## src/rtl/nalsplit_pkg.sv

```systemverilog
`timescale 1ns / 1ps
// ----------------------------------------------------------------------------
// nalsplit_pkg
// Shared constants, types and helpers of the Annex B NAL unit splitter.
// ----------------------------------------------------------------------------
package nalsplit_pkg;

	localparam int MAX_FRAME_BYTES = 1048576;
	localparam int POS_W           = $clog2(MAX_FRAME_BYTES);
	localparam int LEN_W           = POS_W + 1;
	localparam int TS_W            = 32;
	localparam int TYPE_W          = 5;

	localparam logic [LEN_W-1:0] RESET_BUDGET = LEN_W'(MAX_FRAME_BYTES);

	localparam logic [TYPE_W-1:0] NAL_SLICE = 5'h01;
	localparam logic [TYPE_W-1:0] NAL_IDR   = 5'h05;
	localparam logic [TYPE_W-1:0] NAL_SPS   = 5'h07;
	localparam logic [TYPE_W-1:0] NAL_PPS   = 5'h08;

	localparam int IN_TDATA_W  = 40;
	localparam int OUT_TDATA_W = 128;

	typedef struct packed {
		logic              emit;
		logic [POS_W-1:0]  offset;
		logic [LEN_W-1:0]  length;
		logic              seen;
		logic [TYPE_W-1:0] ntype;
		logic              last;
		logic [TS_W-1:0]   stamp;
	} unit_evt_t;

	function automatic logic wanted_type(input logic [TYPE_W-1:0] t);
		return (t == NAL_SLICE) || (t == NAL_IDR) || (t == NAL_SPS) || (t == NAL_PPS);
	endfunction

	function automatic logic is_slice(input logic [TYPE_W-1:0] t);
		return (t == NAL_SLICE) || (t == NAL_IDR);
	endfunction

endpackage

```

## src/rtl/nalsplit_scan.sv

```systemverilog
`timescale 1ns / 1ps
// ----------------------------------------------------------------------------
// nalsplit_scan
// Start code search and unit tracking; reports each closed unit as an event.
// ----------------------------------------------------------------------------
module nalsplit_scan (
	input  logic                       clk,
	input  logic                       arst_n,
	input  logic                       step,
	input  logic [7:0]                 data_byte,
	input  logic                       last_byte,
	input  logic [nalsplit_pkg::TS_W-1:0] frame_timestamp,
	output nalsplit_pkg::unit_evt_t    evt
);
	import nalsplit_pkg::*;

	logic [23:0]       recent_q;
	logic [POS_W-1:0]  pos_q;
	logic [POS_W-1:0]  unit_start_q;
	logic [LEN_W-1:0]  search_lim_q;
	logic [TYPE_W-1:0] cur_type_q;
	logic              seen_q;
	logic              stopped_q;

	logic              last_eff;
	logic              capture;
	logic [TYPE_W-1:0] type_now;
	logic              seen_now;
	logic              stop_now;
	logic              split;
	logic [POS_W-1:0]  split_pos;

	always_comb begin
		last_eff  = last_byte || (pos_q == POS_W'(MAX_FRAME_BYTES - 1));
		capture   = !seen_q && (pos_q == unit_start_q + POS_W'(4));
		type_now  = capture ? data_byte[TYPE_W-1:0] : cur_type_q;
		seen_now  = seen_q || capture;
		stop_now  = stopped_q ||
			(capture && (unit_start_q != '0) && is_slice(data_byte[TYPE_W-1:0]));
		split     = !last_eff && !stop_now && (recent_q == '0) && (data_byte == 8'h01) &&
			({1'b0, pos_q} >= search_lim_q);
		split_pos = pos_q - POS_W'(3);

		evt.emit   = last_eff || split;
		evt.offset = unit_start_q;
		evt.length = last_eff ? ({1'b0, pos_q} + LEN_W'(1) - {1'b0, unit_start_q})
			: ({1'b0, split_pos} - {1'b0, unit_start_q});
		evt.seen   = seen_now;
		evt.ntype  = seen_now ? type_now : '0;
		evt.last   = last_eff;
		evt.stamp  = frame_timestamp;
	end

	always_ff @(posedge clk or negedge arst_n) begin
		if (!arst_n) begin
			recent_q     <= '0;
			pos_q        <= '0;
			unit_start_q <= '0;
			search_lim_q <= LEN_W'(7);
			cur_type_q   <= '0;
			seen_q       <= 1'b0;
			stopped_q    <= 1'b0;
		end else if (step) begin
			if (last_eff) begin
				recent_q     <= '0;
				pos_q        <= '0;
				unit_start_q <= '0;
				search_lim_q <= LEN_W'(7);
				cur_type_q   <= '0;
				seen_q       <= 1'b0;
				stopped_q    <= 1'b0;
			end else begin
				recent_q  <= {recent_q[15:0], data_byte};
				pos_q     <= pos_q + POS_W'(1);
				stopped_q <= stop_now;
				if (split) begin
					unit_start_q <= split_pos;
					search_lim_q <= {1'b0, pos_q} + LEN_W'(4);
					cur_type_q   <= '0;
					seen_q       <= 1'b0;
				end else begin
					cur_type_q <= type_now;
					seen_q     <= seen_now;
				end
			end
		end
	end

endmodule

```

## src/rtl/nalsplit_budget.sv

```systemverilog
`timescale 1ns / 1ps
// ----------------------------------------------------------------------------
// nalsplit_budget
// Copy budget accounting and the registered result transfer.
// ----------------------------------------------------------------------------
module nalsplit_budget (
	input  logic                            clk,
	input  logic                            arst_n,
	input  logic                            cfg_wr_en,
	input  logic [nalsplit_pkg::LEN_W-1:0]  cfg_wr_data,
	input  logic                            step,
	input  nalsplit_pkg::unit_evt_t         evt,
	output logic                            slot_free,
	output logic                            m_tvalid,
	input  logic                            m_tready,
	output logic [nalsplit_pkg::OUT_TDATA_W-1:0] m_tdata,
	output logic                            m_tlast
);
	import nalsplit_pkg::*;

	logic [LEN_W-1:0] budget_q;
	logic [LEN_W-1:0] total_q;
	logic             sel;
	logic             fits;
	logic             cp;
	logic [LEN_W-1:0] total_next;
	logic [LEN_W:0]   sum;

	logic             out_valid_q;
	logic [OUT_TDATA_W-1:0] out_data_q;
	logic             out_last_q;

	always_comb begin
		sel        = evt.seen && wanted_type(evt.ntype);
		sum        = {1'b0, total_q} + {1'b0, evt.length};
		fits       = sum < {1'b0, budget_q};
		cp         = sel && fits;
		total_next = cp ? sum[LEN_W-1:0] : total_q;
		slot_free  = !out_valid_q || m_tready;
	end

	always_ff @(posedge clk or negedge arst_n) begin
		if (!arst_n) begin
			budget_q <= RESET_BUDGET;
		end else if (cfg_wr_en) begin
			budget_q <= cfg_wr_data;
		end
	end

	always_ff @(posedge clk or negedge arst_n) begin
		if (!arst_n) begin
			total_q     <= '0;
			out_valid_q <= 1'b0;
		end else begin
			if (step && evt.emit) begin
				out_valid_q <= 1'b1;
				total_q     <= evt.last ? '0 : total_next;
			end else if (m_tready) begin
				out_valid_q <= 1'b0;
			end
		end
	end

	always_ff @(posedge clk) begin
		if (step && evt.emit) begin
			out_data_q <= {6'b0, evt.stamp, total_next, total_q, cp, sel, evt.ntype,
				evt.length, evt.offset};
			out_last_q <= evt.last;
		end
	end

	assign m_tvalid = out_valid_q;
	assign m_tdata  = out_data_q;
	assign m_tlast  = out_last_q;

endmodule

```

## src/rtl/h264_annexb_nal_splitter.sv

```systemverilog
`timescale 1ns / 1ps
// ----------------------------------------------------------------------------
// h264_annexb_nal_splitter
// Splits an Annex B byte stream into NAL units and reports each closed unit
// with its type, selection and copy budget status.
// ----------------------------------------------------------------------------
// Throughput: one byte per cycle while the output register is free or taken.
// A closing byte is registered at the input, then its report at the output.
// Reset: arst_n clears the scan state and the running total and sets the
//   copy budget to 1048576; per-frame state also clears after each final byte.
// ----------------------------------------------------------------------------
module h264_annexb_nal_splitter (
	input  logic                                 clk,
	input  logic                                 arst_n,
	input  logic                                 cfg_wr_en,
	input  logic [nalsplit_pkg::LEN_W-1:0]       cfg_wr_data,
	input  logic                                 s_tvalid,
	output logic                                 s_tready,
	// [7:0] data_byte, [39:8] frame_timestamp
	input  logic [nalsplit_pkg::IN_TDATA_W-1:0]  s_tdata,
	input  logic                                 s_tlast,
	output logic                                 m_tvalid,
	input  logic                                 m_tready,
	// [19:0] unit_offset, [40:20] unit_length, [45:41] unit_type, [46] selected,
	// [47] copied, [68:48] dest_offset, [89:69] total_copied,
	// [121:90] unit_timestamp, [127:122] zero
	output logic [nalsplit_pkg::OUT_TDATA_W-1:0] m_tdata,
	output logic                                 m_tlast
);
	import nalsplit_pkg::*;

	logic            valid_s1;
	logic [7:0]      byte_s1;
	logic            last_s1;
	logic [TS_W-1:0] ts_s1;
	logic            slot_free;
	logic            advance;
	unit_evt_t       evt;

	assign advance  = valid_s1 && slot_free;
	assign s_tready = !valid_s1 || advance;

	always_ff @(posedge clk or negedge arst_n) begin
		if (!arst_n) begin
			valid_s1 <= 1'b0;
		end else if (s_tready) begin
			valid_s1 <= s_tvalid;
		end
	end

	always_ff @(posedge clk) begin
		if (s_tready && s_tvalid) begin
			byte_s1 <= s_tdata[7:0];
			ts_s1   <= s_tdata[39:8];
			last_s1 <= s_tlast;
		end
	end

	nalsplit_scan u_scan (
		.clk             (clk),
		.arst_n          (arst_n),
		.step            (advance),
		.data_byte       (byte_s1),
		.last_byte       (last_s1),
		.frame_timestamp (ts_s1),
		.evt             (evt)
	);

	nalsplit_budget u_budget (
		.clk         (clk),
		.arst_n      (arst_n),
		.cfg_wr_en   (cfg_wr_en),
		.cfg_wr_data (cfg_wr_data),
		.step        (advance),
		.evt         (evt),
		.slot_free   (slot_free),
		.m_tvalid    (m_tvalid),
		.m_tready    (m_tready),
		.m_tdata     (m_tdata),
		.m_tlast     (m_tlast)
	);

endmodule
```

## config.mk

```make
export PLATFORM = sky130hd
export DESIGN_NAME = h264_annexb_nal_splitter
export DESIGN_NICKNAME = d
export VERILOG_FILES = /design/src/rtl/nalsplit_pkg.sv /design/src/rtl/nalsplit_scan.sv /design/src/rtl/nalsplit_budget.sv /design/src/rtl/h264_annexb_nal_splitter.sv
export SDC_FILE = /design/constraint.sdc
export NUM_CORES = 1
export LEC_CHECK = 0
export ABC_AREA = 1
export BUFFER_PORTS_ARGS = -buffer_cell sky130_fd_sc_hd__buf_2
export CAP_MARGIN = 10
export CORE_MARGIN = 5
export CORE_UTILIZATION = 60
export DETAILED_ROUTE_END_ITERATION = 10
export PLACE_DENSITY = 0.82
export SYNTH_ARGS = -nofsm -noshare
export SYNTH_HDL_FRONTEND = slang
export SYNTH_SLANG_ARGS = --single-unit
```

## constraint.sdc

```tcl
create_clock -name clk -period 11.4 [get_ports clk]
set_input_delay 0.57 -clock clk [delete_from_list [all_inputs] [get_ports clk]]
set_output_delay 0.57 -clock clk [all_outputs]
set_load 0.05 [all_outputs]
```

# Yosys cells after proc, flatten, opt, wreduce, memory -nomap -nowiden
# Cells that the tools add are included.
# totals
reg_bits,300
input_bits,67
# op_classes
n_addsub,8
order_cmp,2
eq_ne,9
muxes,18
n_reduce_logical,32
# ops
op,n
21-bit 2-to-1 mux,5
20-bit 2-to-1 mux,3
24-bit logical NOT,1
24-bit 2-to-1 mux,1
21-bit by 21-bit adder with 22-bit output,1
22-bit by 21-bit < comparator with 1-bit output,1
20-bit by 1-bit adder with 21-bit output (second input constant),1
20-bit by 3-bit adder with 21-bit output (second input constant),1
20-bit by 21-bit >= comparator with 1-bit output,1
20-bit by 20-bit subtractor with 21-bit output,1
21-bit by 20-bit subtractor with 21-bit output,1
20-bit by 1-bit adder with 20-bit output (second input constant),1
20-bit by 3-bit adder with 20-bit output (second input constant),1
20-bit == test,1
20-bit == test (second input constant),1
5-bit 2-to-1 mux,4
20-bit nonzero test,1
20-bit by 2-bit subtractor with 20-bit output (second input constant),1
5-bit by 3-bit == test with 1-bit output (second input constant),3
1-bit logical AND,12
5-bit by 1-bit == test with 1-bit output (second input constant),2
1-bit logical OR,10
8-bit by 1-bit == test with 1-bit output (second input constant),1
5-bit by 4-bit == test with 1-bit output (second input constant),1
4 further kinds,13

# Longest topological paths before layout
# logic_depth
depth_word,14
mapped_depth,42

# Hierarchy
# A second synthesis with hierarchy kept.
# hier_totals
cells_unflattened,2124
area_unflattened_um2,17982.2
# by_module_without_submodules
mod,n_inst,cells_each,area_each_um2,seq_area_each_um2
nalsplit_scan,1,1380,9086.2,2306.0
nalsplit_budget,1,695,7612.3,4770.8
h264_annexb_nal_splitter,1,49,1283.7,1256.2

# Least setup slack after synthesis
# OpenSTA, ideal clock, no wires.
# synth_timing
kind,flip-flop to flip-flop
start,reg u_scan.pos_q[2]
end,"reg u_budget.out_data_q[77] (netlist: u_budget.m_tdata[77]), data pin"
setup_ps,255
arrival_time_ps,6096
t_required_ps,11145
setup_slack_ps,5049
stages_incl_launch_ff,40
period_less_slack_ps,6351
path_cell_list,dfrtp_1 -> inv_1 -> ha_1 -> nand2_1 -> nand2_1 -> nor3_1 -> nand3_1 -> nor2_1 -> nand3_1 -> nor3_1 -> and3_1 -> xor2_1 -> inv_1 -> ha_1 -> nand2_1 -> nor4_1 -> nand4_1 -> nand3_1 -> [... 4 more ...] -> inv_1 -> ha_1 -> nand2_1 -> nor2_1 -> a211oi_1 -> nand3_1 -> or2_2 -> nand2_1 -> inv_1 -> ha_1 -> nand4_1 -> nor2_1 -> nand3_1 -> nand3_1 -> nor2_1 -> clkbuf_1 -> nand4_1 -> and2_1
# synth_lines
element,line,rtl
"start, declared",nalsplit_scan.sv:18,logic [POS_W-1:0] pos_q;
"start signal, assigned",nalsplit_scan.sv:74,pos_q <= pos_q + POS_W'(1);
"end signal, assigned",nalsplit_budget.sv:66,"out_data_q <= {6'b0, evt.stamp, total_next, total_q, cp, sel, evt.ntype,"
"end, declared",nalsplit_budget.sv:30,logic [OUT_TDATA_W-1:0] out_data_q;

==> metrics.md <==
| Metric | Value |
|---|---|
| Rows | 62 |
| # IOs | 198 |
| Status | complete, no violations |
| Min-Delay Path Class | input port to async pin |
| Die H | 179 µm |
| Worst hold slack | 18.8 ps |
| Switch share | 35.3% |
| Post-CTS sizing | 0 |
| Clock transition at path regs | 70 ps |
| Share of cells above drive strength 1 | 14.1% |
| Largest net degree at the start of global routing | 82 |
| Unrepaired setup endpoints after global routing | no |
| # diodes | 0 |
| Synth Area in Compound Gates | 9.82% |
| CTS sink count | 300 |
| Longest Clk Path Bufs | 3 |
| Hold buffers post-CTS | 0 |
| Congestion Overflow GR | 0 |
| Number of global-route vias before repair | 14100 |
| Simple-Gate Fraction of Synth Area | 20.4% |
| Sequential area share after synthesis | 48.4% |
| #FFs+latches synth | 300 |
| Post-route insts no fill | 2520 |
| Post-route setup slack | 3590 ps |
| Fin nets | 2309 |
| Final Max Slew Viols | 0 |
| Latest clock arrival within the worst-skew pair | 580 ps |
| Area Growth Syn to Fin | 13.2% |
| Yosys warns | 0 |
| Xor-xnor portion of the synthesized cell area | 3.82% |
| Avg WL per Cell | 18.1 µm |
| Dpl hpwl | 34.1 mm |
| Tightest Pin Transition | 1030 ps |
| Pre-CTS WS | 3780 ps |
| CP arrival | 8250 ps |
| Number of port buffers | 191 |
| Synthesized area per cell | 8.93 µm² |
| Cell Count Post-Placement | 2462 |
| Leading area contributor after synthesis | edfxtp_1 |
| Primary FF master, synth | edfxtp_1 |
| Worst Path Buf+Inv | 5 |
| Fmax | 128 MHz |
| Max Cap Viol | 0 |
| Maximum VDD drop | 0.000125 V |
| FF-to-FF path depth | 40 |
| Worst path top cell family by delay | simple AND/OR/NAND/NOR gates |
| Via density | 5.70 |
| Die Area | 32200 µm² |
| CTS Root Cell | clkbuf_16 |
| Top cells by area, synth | edfxtp_1 29%, dfrtp_1 19%, ha_1 9.3%, nand2_1 8.8%, inv_1 5.9% |
| Worst flop-to-flop path endpoint | u_budget.m_tdata[79]$_DFFE_PP_ |
| Synth Area in Adders | 9.66% |
| Final Hold Fails | 0 |
| CTS tree | yes |
| Skew final | 13.4 ps |
| Setup crit start kind | flop |
| Overall routed net length | 45.7 mm |
| DRT iter0 DRCs | 1134 |
| Final worst-path cycle share | 68.5% |
| TritonCTS Buffers | 31 |
| Post-synthesis mux area share | 0.182% |
| Synth top area share | 28.6% |
| Post-route cell area | 19500 µm² |
| First-pass GRT wire length | 70.8 mm |
| Max incr delay on CP | 540 ps |
| Setup_tns | 0 ps |
| Gate power share | 30.9% |
| Drt drc | 0 |
| Distinct cells, synth | 52 |
| Post-synth ARST share | 45.3% |
| Headroom to the max-slew limit | 31.0% |
| Dpl cell area | 18400 µm² |
| Largest family of logic cells by synthesized area | simple AND/OR/NAND/NOR gates |
| Clk pwr share | 31.0% |
| Power Dens Cells | 171 nW/µm² |
| Critical Path Fanout Max | 22 |
| Initial Util | 60.3% |
| P_int | 2.15 mW |
| Flop pwr share | 38.0% |
| Switch Pwr | 1.17 mW |
| Initial antenna violation count | 0 |
| Die Wd | 179 µm |
| CP Capture Type | flop |
| Tmin final | 7810 ps |
| RR Startpoint | u_scan.pos_q[2]$_DFFE_PN0P_ |
| Setup bufs post-CTS | 0 |
| Synthesized area | 17200 µm² |
| Cell count after synthesis | 1927 |
| Final antenna-violating net count | 0 |
| Leakage power | 9.25 nW |
| Setup-failing EPs final | 0 |
| Post-synth EDFFs | 164 |
| Vias | 14400 |
| Fillers | 2280 |
| Crit path max-delay cell type | dfrtp_1 |
| Total track usage | 27.8% |
| H-tree levels | 1 |
| R2r setup slk | 3590 ps |
| Core Area | 28500 µm² |
| WP data required | 11830 ps |
| First-pass DRT Iterations | 6 |
| Crit path kind | flop to flop |
| Routability cong. | 0.979 |
## power groups by stage
stage	clock (mW)	sequential, mW	combinational, mW
6_report	1.03	1.26	1.03
4_1_cts	1.05	1.26	1.02
3_3_place_gp	0	1.28	0.976
3_5_place_dp	0	1.29	1.00
2_1_floorplan	0	1.40	0.627
5_1_grt	1.10	1.27	1.14
## worst max path at each step
stage | slack, ps | to | cells past startpoint | startpoint
3_5_place_dp | 3780 | u_budget.m_tdata[79]$_DFFE_PP_ | 40 | u_scan.pos_q[2]$_DFFE_PN0P_
4_1_cts | 3700 | u_budget.m_tdata[79]$_DFFE_PP_ | 40 | u_scan.pos_q[2]$_DFFE_PN0P_
6_report | 3590 | u_budget.m_tdata[79]$_DFFE_PP_ | 40 | u_scan.pos_q[2]$_DFFE_PN0P_
5_1_grt | 2820 | u_budget.m_tdata[69]$_DFFE_PP_ | 40 | u_scan.pos_q[2]$_DFFE_PN0P_
3_3_place_gp | 4100 | u_budget.m_tdata[89]$_DFFE_PP_ | 40 | u_scan.pos_q[2]$_DFFE_PN0P_
2_1_floorplan | 5050 | u_budget.m_tdata[77]$_DFFE_PP_ | 39 | u_scan.pos_q[2]$_DFFE_PN0P_
## synth_stat cells (4+ instances only)
| master | n |
|---|---|
| ha_1 | 128 |
| nand2_1 | 405 |
| a21boi_0 | 4 |
| o211ai_1 | 6 |
| inv_2 | 6 |
| clkbuf_1 | 17 |
| dfrtp_1 | 132 |
| buf_6 | 4 |
| nor2_4 | 5 |
| a211oi_1 | 4 |
| a21o_1 | 10 |
| and2_1 | 22 |
| xnor2_1 | 11 |
| nor2_2 | 7 |
| o21a_1 | 4 |
| nand4_1 | 54 |
| nand2_2 | 23 |
| edfxtp_1 | 164 |
| xor2_1 | 64 |
| nor3_1 | 22 |
| o21ai_1 | 9 |
| nand3_1 | 91 |
| dfstp_2 | 4 |
| a31oi_1 | 5 |
| nor4_1 | 14 |
| buf_2 | 22 |
| inv_1 | 269 |
| o21bai_1 | 5 |
| o22ai_1 | 42 |
| o21ai_0 | 108 |
| a22oi_1 | 4 |
| buf_4 | 10 |
| nor2_1 | 135 |
| a21oi_1 | 86 |
## worst register-to-register path, delay by kind of cell (launching register included)
| family | cells | cell delay [ps] |
|---|---|---|
| simple gates | 29 | 4930 |
| compound gates | 1 | 120 |
| xor+xnor | 1 | 180 |
| buf+inv | 5 | 730 |
| fa+ha+maj | 4 | 1180 |
| flops | 1 | 540 |
## routing by layer
| metal | track usage [%] | part of all wire, % | vias up |
|---|---|---|---|
| met5 | 0 | 0 | - |
| met2 | 46.9 | 47 | 654 |
| li1 | - | - | 6828 |
| met4 | 10.1 | 4.0 | 0 |
| met1 | 36.6 | 40 | 6751 |
| met3 | 4.32 | 8.1 | 129 |
## cell usage in the layout (no fill, tap or decap), types with 5 or more instances in the layout
cell,netlist,final
nor2_2,7,7
clkbuf_16,0,31
o21bai_1,5,5
nor3_1,22,22
a21o_1,10,10
nand4_1,54,54
conb_1,1,6
nor2_1,135,135
nor4_1,14,14
o22ai_1,42,42
xor2_1,64,64
nand3_1,91,91
ha_1,128,128
edfxtp_1,164,164
xnor2_1,11,11
buf_4,10,8
clkbuf_1,17,8
dfrtp_1,132,132
o21ai_0,108,108
o211ai_1,6,6
o21ai_1,9,9
nor2_4,5,5
inv_2,6,6
and2_1,22,22
nand2_1,405,405
clkinv_2,0,9
a21oi_1,86,86
buf_2,22,190
inv_1,269,269
nand2_2,23,23
a31oi_1,5,5
## sequential cells by signal (all words and copies together) (netlist names), 8 cells and up
| signal | cells |
|---|---|
| u_scan.pos_q | 20 |
| u_scan.recent_q | 24 |
| u_scan.search_lim_q | 21 |
| u_scan.unit_start_q | 20 |
| ts_s1 | 32 |
| u_budget.total_q | 21 |
| u_budget.budget_q | 21 |
| u_budget.m_tdata | 122 |
| byte_s1 | 8 |
## layout make-up
type                    count  area, µm²  share of cell area [%]
well taps                 384        480                    2.47
multi-input cells        1303       7570                    38.9
repair buffers            199       1020                    5.25
inverters                 276       1040                    5.32
clock buffers              41        833                    4.28
clock inverters            17        208                    1.07
flip-flops and latches    300       8330                    42.8
## cells by family (layout without fill, tap and decap cells)
logic type      after synthesis  count (layout)
simple gates                789             789
flops                       300             300
fa+ha+maj                   131             131
compound gates              299             299
xor+xnor                     75              75
mux                           3               3
buf+inv                     329             533
other cells                   1               6
## through the flow
stage / power [mW] / util [%]
2_1_floorplan: 2.03 / -
3_3_place_gp: 2.26 / 64.6
3_5_place_dp: 2.29 / 64.6
4_1_cts: 3.33 / 68.3
5_1_grt: 3.51 / 68.3
6_report: 3.33 / 68.3
Power figures use the tool's default switching activity.
